## config.mk

```make
export PLATFORM = sky130hd
export DESIGN_NAME = k_best_list_insert_flat
export DESIGN_NICKNAME = d
export VERILOG_FILES = /design/src/rtl/kbl_pkg.sv /design/src/rtl/kbl_if.sv /design/src/rtl/k_best_list_insert.sv /design/src/rtl/kbl_slot_mem.sv /design/src/flat_wrapper.sv
export SDC_FILE = /design/constraint.sdc
export NUM_CORES = 2
export LEC_CHECK = 0
export CAP_MARGIN = 10
export CORE_MARGIN = 1
export CORE_UTILIZATION = 50
export DETAILED_ROUTE_END_ITERATION = 6
export DONT_BUFFER_PORTS = 1
export SYNTH_ARGS = -nofsm -noshare
export SYNTH_HDL_FRONTEND = slang
export SYNTH_SLANG_ARGS = --single-unit
```

## constraint.sdc

```tcl
create_clock -name i_clk -period 20.2 [get_ports i_clk]
set_input_delay 2.02 -clock i_clk [delete_from_list [all_inputs] [get_ports i_clk]]
set_output_delay 2.02 -clock i_clk [all_outputs]
set_load 0.01 [all_outputs]
```

## src/rtl/kbl_pkg.sv

```systemverilog
`default_nettype none
// ----------------------------------------------------------------------------
// kbl_pkg: shared types and constants of the k-best list
// Slot layout, memory port structs and word codes used by the list logic.
// ----------------------------------------------------------------------------
package kbl_pkg;

    localparam int K      = 16;
    localparam int NSLOTS = K + 1;
    localparam int SLOT_W = $clog2(K + 1);
    localparam int ID_W   = 32;
    localparam int COST_W = 32;
    localparam int MODE_W = 2;

    typedef logic [SLOT_W-1:0] t_ptr;
    typedef logic [ID_W-1:0]   t_id;
    typedef logic [COST_W-1:0] t_cost;
    typedef logic [MODE_W-1:0] t_mode;

    localparam t_id   EMPTY_ID = '1;
    localparam t_cost INF      = '1;

    localparam t_ptr SCRATCH_SLOT = '0;
    localparam t_ptr FIRST_SLOT   = t_ptr'(1);
    localparam t_ptr LAST_SLOT    = t_ptr'(K);

    localparam t_mode MODE_INSERT = 2'd0;
    localparam t_mode MODE_UPDATE = 2'd1;
    localparam t_mode MODE_READ   = 2'd2;

    typedef struct packed {
        t_id   id;
        t_cost cost;
    } t_slot;

    typedef struct packed {
        logic  en;
        t_ptr  addr;
        t_slot data;
    } t_mem_wr;

    typedef struct packed {
        logic en;
        t_ptr addr;
    } t_mem_rd;

endpackage
`default_nettype wire

```

## src/rtl/kbl_if.sv

```systemverilog
`default_nettype none
// ----------------------------------------------------------------------------
// kbl_if: word channels of the k-best list
// Candidate input channel and result output channel, valid/ready handshake.
// ----------------------------------------------------------------------------
interface kbl_in_if;
    logic           valid;
    logic           ready;
    kbl_pkg::t_mode mode;
    kbl_pkg::t_id   item_id;
    kbl_pkg::t_cost item_cost;

    modport source (output valid, output mode, output item_id, output item_cost,
                    input ready);
    modport sink (input valid, input mode, input item_id, input item_cost,
                  output ready);
endinterface

interface kbl_out_if;
    logic           valid;
    logic           ready;
    kbl_pkg::t_id   out_id;
    kbl_pkg::t_cost out_cost;
    kbl_pkg::t_cost worst_cost;
    logic           last;

    modport source (output valid, output out_id, output out_cost,
                    output worst_cost, output last, input ready);
    modport sink (input valid, input out_id, input out_cost, input worst_cost,
                  input last, output ready);
endinterface
`default_nettype wire

```

## src/rtl/k_best_list_insert.sv

```systemverilog
`default_nettype none
// ----------------------------------------------------------------------------
// k_best_list_insert: list of the K lowest-cost (id, cost) pairs
// A plain insert bubbles the new entry through the slots before its result word.
// An update searches one slot per cycle for its id, then bubbles from the found
// slot, or from the scratch slot if the id is absent, at one slot per cycle.
// A readout's words pass the memory read and output registers, one word per
// cycle while the sink is ready; the single slot memory port pair sets the rate.
// Reset empties the list at once through per-slot valid bits.
// ----------------------------------------------------------------------------
module k_best_list_insert (
    input  wire logic  i_clk,
    input  wire logic  i_rst_n,
    kbl_in_if.sink     i_in,
    kbl_out_if.source  o_out
);

    typedef enum logic [2:0] {
        S_IDLE,
        S_SEARCH,
        S_BUBBLE,
        S_TAIL,
        S_READ,
        S_DONE
    } t_state;

    t_state           r_state, n_state;
    kbl_pkg::t_slot   r_carry, n_carry;
    kbl_pkg::t_ptr    r_ptr, n_ptr;
    kbl_pkg::t_cost   r_worst, n_worst;
    logic             r_out_valid, n_out_valid;
    kbl_pkg::t_id     r_out_id, n_out_id;
    kbl_pkg::t_cost   r_out_cost, n_out_cost;
    kbl_pkg::t_cost   r_out_worst, n_out_worst;
    logic             r_out_last, n_out_last;

    kbl_pkg::t_mem_wr w_wr;
    kbl_pkg::t_mem_rd w_rd;
    kbl_pkg::t_slot   w_rd_data;
    logic             w_out_free;
    logic             w_better;
    logic             w_hit;
    kbl_pkg::t_ptr    w_start;

    kbl_slot_mem u_mem (
        .i_clk     (i_clk),
        .i_rst_n   (i_rst_n),
        .i_wr      (w_wr),
        .i_rd      (w_rd),
        .o_rd_data (w_rd_data)
    );

    // The carried entry beats the stored one on lower cost, then on smaller id.
    assign w_better = (r_carry.cost < w_rd_data.cost) ||
                      ((r_carry.cost == w_rd_data.cost) && (r_carry.id < w_rd_data.id));
    assign w_hit      = (w_rd_data.id == r_carry.id);
    assign w_start    = w_hit ? r_ptr : kbl_pkg::SCRATCH_SLOT;
    assign w_out_free = !r_out_valid || o_out.ready;

    assign i_in.ready       = (r_state == S_IDLE);
    assign o_out.valid      = r_out_valid;
    assign o_out.out_id     = r_out_id;
    assign o_out.out_cost   = r_out_cost;
    assign o_out.worst_cost = r_out_worst;
    assign o_out.last       = r_out_last;

    always_comb begin
        n_state     = r_state;
        n_carry     = r_carry;
        n_ptr       = r_ptr;
        n_out_valid = r_out_valid && !o_out.ready;
        n_out_id    = r_out_id;
        n_out_cost  = r_out_cost;
        n_out_worst = r_out_worst;
        n_out_last  = r_out_last;
        w_wr        = '0;
        w_rd        = '0;

        unique case (r_state)
            S_IDLE: begin
                if (i_in.valid) begin
                    n_carry = '{id: i_in.item_id, cost: i_in.item_cost};
                    unique case (i_in.mode)
                        kbl_pkg::MODE_INSERT: begin
                            w_rd    = '{en: 1'b1, addr: kbl_pkg::FIRST_SLOT};
                            n_ptr   = kbl_pkg::FIRST_SLOT;
                            n_state = S_BUBBLE;
                        end
                        kbl_pkg::MODE_UPDATE: begin
                            w_rd    = '{en: 1'b1, addr: kbl_pkg::SCRATCH_SLOT};
                            n_ptr   = kbl_pkg::SCRATCH_SLOT;
                            n_state = S_SEARCH;
                        end
                        kbl_pkg::MODE_READ: begin
                            w_rd    = '{en: 1'b1, addr: kbl_pkg::LAST_SLOT};
                            n_ptr   = kbl_pkg::LAST_SLOT;
                            n_state = S_READ;
                        end
                        default: begin
                            n_state = S_DONE;
                        end
                    endcase
                end
            end
            S_SEARCH: begin
                if (w_hit || (r_ptr == kbl_pkg::LAST_SLOT)) begin
                    if (w_start == kbl_pkg::LAST_SLOT) begin
                        n_state = S_TAIL;
                    end else begin
                        w_rd    = '{en: 1'b1, addr: w_start + kbl_pkg::FIRST_SLOT};
                        n_ptr   = w_start + kbl_pkg::FIRST_SLOT;
                        n_state = S_BUBBLE;
                    end
                end else begin
                    w_rd  = '{en: 1'b1, addr: r_ptr + kbl_pkg::FIRST_SLOT};
                    n_ptr = r_ptr + kbl_pkg::FIRST_SLOT;
                end
            end
            S_BUBBLE: begin
                w_wr.en   = 1'b1;
                w_wr.addr = r_ptr - kbl_pkg::FIRST_SLOT;
                if (w_better) begin
                    w_wr.data = w_rd_data;
                end else begin
                    w_wr.data = r_carry;
                    n_carry   = w_rd_data;
                end
                if (r_ptr == kbl_pkg::LAST_SLOT) begin
                    n_state = S_TAIL;
                end else begin
                    w_rd  = '{en: 1'b1, addr: r_ptr + kbl_pkg::FIRST_SLOT};
                    n_ptr = r_ptr + kbl_pkg::FIRST_SLOT;
                end
            end
            S_TAIL: begin
                w_wr    = '{en: 1'b1, addr: kbl_pkg::LAST_SLOT, data: r_carry};
                n_state = S_DONE;
            end
            S_DONE: begin
                if (w_out_free) begin
                    n_out_valid = 1'b1;
                    n_out_id    = '0;
                    n_out_cost  = '0;
                    n_out_worst = r_worst;
                    n_out_last  = 1'b1;
                    n_state     = S_IDLE;
                end
            end
            S_READ: begin
                if (w_out_free) begin
                    n_out_valid = 1'b1;
                    n_out_id    = w_rd_data.id;
                    n_out_cost  = w_rd_data.cost;
                    n_out_worst = r_worst;
                    n_out_last  = (r_ptr == kbl_pkg::FIRST_SLOT);
                    if (r_ptr == kbl_pkg::FIRST_SLOT) begin
                        n_state = S_IDLE;
                    end else begin
                        w_rd  = '{en: 1'b1, addr: r_ptr - kbl_pkg::FIRST_SLOT};
                        n_ptr = r_ptr - kbl_pkg::FIRST_SLOT;
                    end
                end
            end
            default: begin
                n_state = S_IDLE;
            end
        endcase

        n_worst = r_worst;
        if (w_wr.en && (w_wr.addr == kbl_pkg::SCRATCH_SLOT)) begin
            n_worst = w_wr.data.cost;
        end
    end

    always_ff @(posedge i_clk) begin
        if (!i_rst_n) begin
            r_state     <= S_IDLE;
            r_out_valid <= 1'b0;
            r_worst     <= kbl_pkg::INF;
        end else begin
            r_state     <= n_state;
            r_out_valid <= n_out_valid;
            r_worst     <= n_worst;
        end
        r_carry     <= n_carry;
        r_ptr       <= n_ptr;
        r_out_id    <= n_out_id;
        r_out_cost  <= n_out_cost;
        r_out_worst <= n_out_worst;
        r_out_last  <= n_out_last;
    end

    a_bubble_ptr: assert property (@(posedge i_clk) disable iff (!i_rst_n)
        (r_state == S_BUBBLE) |->
            ((r_ptr >= kbl_pkg::FIRST_SLOT) && (r_ptr <= kbl_pkg::LAST_SLOT)))
        else $error("bubble pointer outside the ordered slots");

    a_read_ptr: assert property (@(posedge i_clk) disable iff (!i_rst_n)
        (r_state == S_READ) |->
            ((r_ptr >= kbl_pkg::FIRST_SLOT) && (r_ptr <= kbl_pkg::LAST_SLOT)))
        else $error("readout pointer outside the ordered slots");

    a_inner_word_in_read: assert property (@(posedge i_clk) disable iff (!i_rst_n)
        (r_out_valid && !r_out_last) |-> (r_state == S_READ))
        else $error("non-final result word outside a readout");

endmodule
`default_nettype wire

```

## src/rtl/kbl_slot_mem.sv

```systemverilog
`default_nettype none
// ----------------------------------------------------------------------------
// kbl_slot_mem: slot memory of the k-best list
// One write port and one registered read port. Per-slot valid bits make a
// slot that was never written read back as empty with infinite cost.
// ----------------------------------------------------------------------------
module kbl_slot_mem (
    input  wire logic             i_clk,
    input  wire logic             i_rst_n,
    input  wire kbl_pkg::t_mem_wr i_wr,
    input  wire kbl_pkg::t_mem_rd i_rd,
    output kbl_pkg::t_slot        o_rd_data
);

    kbl_pkg::t_slot              r_mem [0:kbl_pkg::NSLOTS-1];
    logic [kbl_pkg::NSLOTS-1:0]  r_valid;
    kbl_pkg::t_slot              r_rd_data;
    logic                        r_rd_hit;

    always_ff @(posedge i_clk) begin
        if (i_wr.en) begin
            r_mem[i_wr.addr] <= i_wr.data;
        end
        if (i_rd.en) begin
            r_rd_data <= r_mem[i_rd.addr];
        end
    end

    always_ff @(posedge i_clk) begin
        if (!i_rst_n) begin
            r_valid  <= '0;
            r_rd_hit <= 1'b0;
        end else begin
            if (i_wr.en) begin
                r_valid[i_wr.addr] <= 1'b1;
            end
            if (i_rd.en) begin
                r_rd_hit <= r_valid[i_rd.addr];
            end
        end
    end

    assign o_rd_data = r_rd_hit ? r_rd_data
                                : kbl_pkg::t_slot'{id: kbl_pkg::EMPTY_ID, cost: kbl_pkg::INF};

    // The list logic always reads ahead of the slot it writes.
    a_no_rw_collision: assert property (@(posedge i_clk) disable iff (!i_rst_n)
        !(i_wr.en && i_rd.en && (i_wr.addr == i_rd.addr)))
        else $error("slot read and write hit the same address");

    a_wr_in_range: assert property (@(posedge i_clk) disable iff (!i_rst_n)
        i_wr.en |-> (i_wr.addr <= kbl_pkg::LAST_SLOT))
        else $error("slot write beyond the list");

    a_rd_in_range: assert property (@(posedge i_clk) disable iff (!i_rst_n)
        i_rd.en |-> (i_rd.addr <= kbl_pkg::LAST_SLOT))
        else $error("slot read beyond the list");

endmodule
`default_nettype wire

```

## src/flat_wrapper.sv

```systemverilog
// flat-port wrapper written by rule: the top's interface ports become plain ports
module k_best_list_insert_flat 
  (i_clk, i_rst_n, i_in_valid, i_in_mode, i_in_item_id, i_in_item_cost, i_in_ready, o_out_valid, o_out_out_id, o_out_out_cost, o_out_worst_cost, o_out_last, o_out_ready);
  kbl_in_if i_in_i ();
  kbl_out_if o_out_i ();
  input  wire logic i_clk;
  input  wire logic i_rst_n;
  input wire logic [$bits(i_in_i.valid)-1:0] i_in_valid;
  input wire logic [$bits(i_in_i.mode)-1:0] i_in_mode;
  input wire logic [$bits(i_in_i.item_id)-1:0] i_in_item_id;
  input wire logic [$bits(i_in_i.item_cost)-1:0] i_in_item_cost;
  output wire logic [$bits(i_in_i.ready)-1:0] i_in_ready;
  output wire logic [$bits(o_out_i.valid)-1:0] o_out_valid;
  output wire logic [$bits(o_out_i.out_id)-1:0] o_out_out_id;
  output wire logic [$bits(o_out_i.out_cost)-1:0] o_out_out_cost;
  output wire logic [$bits(o_out_i.worst_cost)-1:0] o_out_worst_cost;
  output wire logic [$bits(o_out_i.last)-1:0] o_out_last;
  input wire logic [$bits(o_out_i.ready)-1:0] o_out_ready;
  assign i_in_i.valid = i_in_valid;
  assign i_in_i.mode = i_in_mode;
  assign i_in_i.item_id = i_in_item_id;
  assign i_in_i.item_cost = i_in_item_cost;
  assign i_in_ready = i_in_i.ready;
  assign o_out_valid = o_out_i.valid;
  assign o_out_out_id = o_out_i.out_id;
  assign o_out_out_cost = o_out_i.out_cost;
  assign o_out_worst_cost = o_out_i.worst_cost;
  assign o_out_last = o_out_i.last;
  assign o_out_i.ready = o_out_ready;
  k_best_list_insert u_core (.i_clk(i_clk), .i_rst_n(i_rst_n), .i_in(i_in_i), .o_out(o_out_i));
endmodule
```

==> out/qor.txt <==
GR Overflow Total: 0
Reg area: 40,660 um2
P_leak: 21.25 nW
Initial antenna violation count: 2
Fin Setup TNS: 0 ns
CTS Buf Count: 144
HP Class: reg -> reg
Final ANT Viol Nets: 0
Multi-input gate area: 14,170 um2
Via Count: 35,018
Worst-case reg-to-reg path depth: 18
CTS root buffer: clkbuf_16
EDFF count, synth: 1,318
CP Launch Type: flop
Required time worst endpoint: 20.65 ns
First-pass GRT wire length: 229.3 mm
CTS sink cnt: 1,372
Placed inst area: 57,510 um2
Endpoint of the worst hold path: u_core.o_out.worst_cost[25]$_DFFE_PP_
Cell area after layout: 62,070 um2
Crit path DAT: 7.85 ns
Drc violations: 0
Final-report hold violation count: 0
Cell variety after synth: 77
Placer Congestion: 0.8686
Final setup violation count: 0
Die Span Y: 336.6 um
R2R Setup Slk: 12.79 ns
Io pins: 169
Ys Warns: 0
CTS Hold Bufs: 0
Layout cell share with drive strength beyond 1: 9.255%
Worst slew pin tran: 1.228 ns
Fill cells: 9,040
Die area: 113,300 um2
Nets: 4,298
CTS tree: done
Max H-tree Level: 4
Total core area: 110,800 um2
Mapped cell area: 55,970 um2
Power per Cell Area: 169.8 nW/um2
Post-cts resize count: 0
Yosys top cell by area: edfxtp_1
CP endpoint kind: flop
Top-area cell type share of the netlist area: 70.71%
Min cycle time layout: 7.405 ns
Clock-pin slew on the worst setup and hold paths: 0.06 ns
Fraction of registers with async set/reset: 0%
Critical path class: reg -> reg
Synth cell count leaders: edfxtp_1, nand2_1, nand3_1, a21oi_1, nor2_1
Overall routing resource usage: 27.79%
Vias/cell: 6.083
PortBufs: 0
Final wirelength: 157.3 mm
Largest net degree at the start of global routing: 191
Max Freq: 135.0 MHz
Initial DRC count: 4,144
TritonRoute pass-1 iters: 5
Max VDD drop: 0.1595 mV
DR WL/cell: 27.32 um
Status: finished, final reports clean
Seq/Total Area, Yosys: 72.64%
Synth Instances: 4,180
Clock Latency Late Sink: 0.75 ns
Post-Syn Nets: 4,325
Max-Cap Viols: 0
Setup Skew: 0.02701 ns
Unrepaired setup endpoints after global routing: no
Post-CTS setup buffers: 0
Std-Cell Rows: 122
Rel. slew slack: 17.56%
Tcrit/Tclk final: 36.66%
#FFs+latches synth: 1,372
Reg2reg end: u_core.u_mem.r_rd_data[27]$_DFFE_PP_
Most frequent cell after synthesis: edfxtp_1
Slew Limit Fails: 0
Hold Startpoint: u_core.r_worst[25]$_SDFFE_PN1P_
Vias in the first global route: 33,793
Maximum clock insertion buffer count: 3
Mean area per synthesized cell: 13.39 um2
HPWL after detailed placement: 80.87 mm
Top_reg_cell synth: edfxtp_1
Largest fanout on the critical path: 169
Area growth, synth to finish: 10.89%
Hold depth: 0
Die Wd: 336.6 um
Starting Density: 50.51%
Synth area leaders: edfxtp_1, nand2_1, nand3_1
Reg-to-Reg Start: u_core.u_mem.r_rd_hit$_SDFFE_PN0P_
placed cells by master (no fill, tap or decap), types with 7 or more instances in the layout:
cell	netlist	routed
o21ai_0	121	117
clkbuf_16	0	151
and2_1	7	7
a21o_1	45	45
a21oi_1	248	247
nand3_1	270	270
mux2i_1	66	66
clkinv_1	0	22
inv_1	19	19
o211ai_1	66	66
clkinv_2	0	30
nor3_1	13	12
clkbuf_8	0	14
o21a_1	20	20
clkbuf_1	111	32
nor2_4	0	22
a31oi_1	70	70
edfxtp_1	1318	1318
a2111oi_2	40	40
nand4_1	18	18
nand2b_1	41	41
ha_1	75	75
nor2b_1	68	68
nand2_1	965	963
o22a_1	31	31
buf_4	4	89
dfxtp_1	54	53
a32oi_1	62	62
nor2_1	178	157
a2111oi_1	19	19
registers in the layout (all words and copies together) (netlist names), 5 cells and up:
name                     cells
u_core.o_out.out_cost       32
u_core.u_mem.r_mem        1088
u_core.r_ptr                 5
u_core.o_out.worst_cost     32
u_core.o_out.out_id         32
u_core.u_mem.r_valid        17
u_core.r_worst              32
u_core.u_mem.r_rd_data      64
u_core.r_carry              64
routing by layer:
layer,wire length (um),global-route usage (%),vias up,part of all wire (%)
li1,-,-,15484,-
met1,66550,39.97,17751,42
met2,72580,42.90,1565,46
met3,14760,5.866,218,9.4
met4,3410,7.727,0,2.2
met5,0,0,-,0
power breakdown:
group | internal, W | switching, W
combinational | 0.00103 | 0.00274
clock | 0.00148 | 0.00109
sequential | 0.00401 | 0.000194
total | 0.00652 | 0.00402
metrics by stage:
stage / power (W) / utilization (%) / instances / hold WS (ns) / setup slack (ns)
after floorplan: 0.006713 / - / 4180 / 0.3995 / 12.71
after global placement: 0.007970 / 51.89 / 5494 / 0.4038 / 13.04
after detailed placement: 0.008000 / 51.89 / 5494 / 0.4062 / 12.98
after CTS: 0.01056 / 56.00 / 5755 / 0.4165 / 12.98
after global routing: 0.01101 / 56.01 / 5756 / 0.4335 / 12.45
final: 0.01054 / 56.01 / 5757 / 0.4236 / 12.79
cells by family (layout without fill, tap and decap cells):
kind of cell / Yosys count / in the layout / synth area share, %
AND/OR/NAND/NOR: 1599 / 1599 / 12.30
AO/OA/AOI/OAI: 775 / 775 / 9.503
flip-flops: 1372 / 1372 / 72.64
buffers and inverters: 285 / 373 / 2.499
XOR/XNOR: 5 / 5 / 0.07824
adder cells (fa/ha/maj): 75 / 75 / 1.677
other: 0 / 1 / 0
multiplexers: 69 / 69 / 1.301
layout make-up:
type                       instances  share of cell area [%]
sequential                      1372                   65.51
multi-input combinational       2523                   22.83
clock buffer                     197                   6.592
tap                             1488                   3.000
timing repair buffer              93                   1.205
clock inverter                    64                  0.7378
inverter                          19                  0.1149
antenna                            1                0.004032
worst max path at each step:
| stage | to | from | cells after the start | slack [ns] |
|---|---|---|---|---|
| 2_1_floorplan | u_core.r_carry[0]$_DFFE_PP_ | u_core.u_mem.r_rd_hit$_SDFFE_PN0P_ | 11 | 12.71 |
| 3_3_place_gp | u_core.u_mem.r_rd_data[2]$_DFFE_PP_ | u_core.u_mem.r_rd_hit$_SDFFE_PN0P_ | 18 | 13.04 |
| 3_5_place_dp | u_core.u_mem.r_rd_data[27]$_DFFE_PP_ | u_core.u_mem.r_rd_hit$_SDFFE_PN0P_ | 18 | 12.98 |
| 4_1_cts | u_core.u_mem.r_rd_data[24]$_DFFE_PP_ | u_core.u_mem.r_rd_hit$_SDFFE_PN0P_ | 18 | 12.98 |
| 5_1_grt | u_core.u_mem.r_rd_data[24]$_DFFE_PP_ | u_core.u_mem.r_rd_hit$_SDFFE_PN0P_ | 18 | 12.45 |
| 6_report | u_core.u_mem.r_rd_data[27]$_DFFE_PP_ | u_core.u_mem.r_rd_hit$_SDFFE_PN0P_ | 18 | 12.79 |
critical path, stage by stage (launching register included):
cell and delay (ns):
dfxtp_4 0.63, nor2b_1 0.72, ha_1 0.32, nand4_1 0.22, nor4_4 0.53, and4_1 0.61
and2_1 0.23, inv_1 0.05, ha_1 0.17, or4bb_1 0.24, nor3_1 0.09, o21bai_1 0.21
o41a_2 0.67, buf_12 0.61, buf_4 0.78, mux2i_1 0.27, o211ai_1 0.11, a32oi_1 0.25
a31oi_1 0.12
Power figures use the tool's default switching activity.
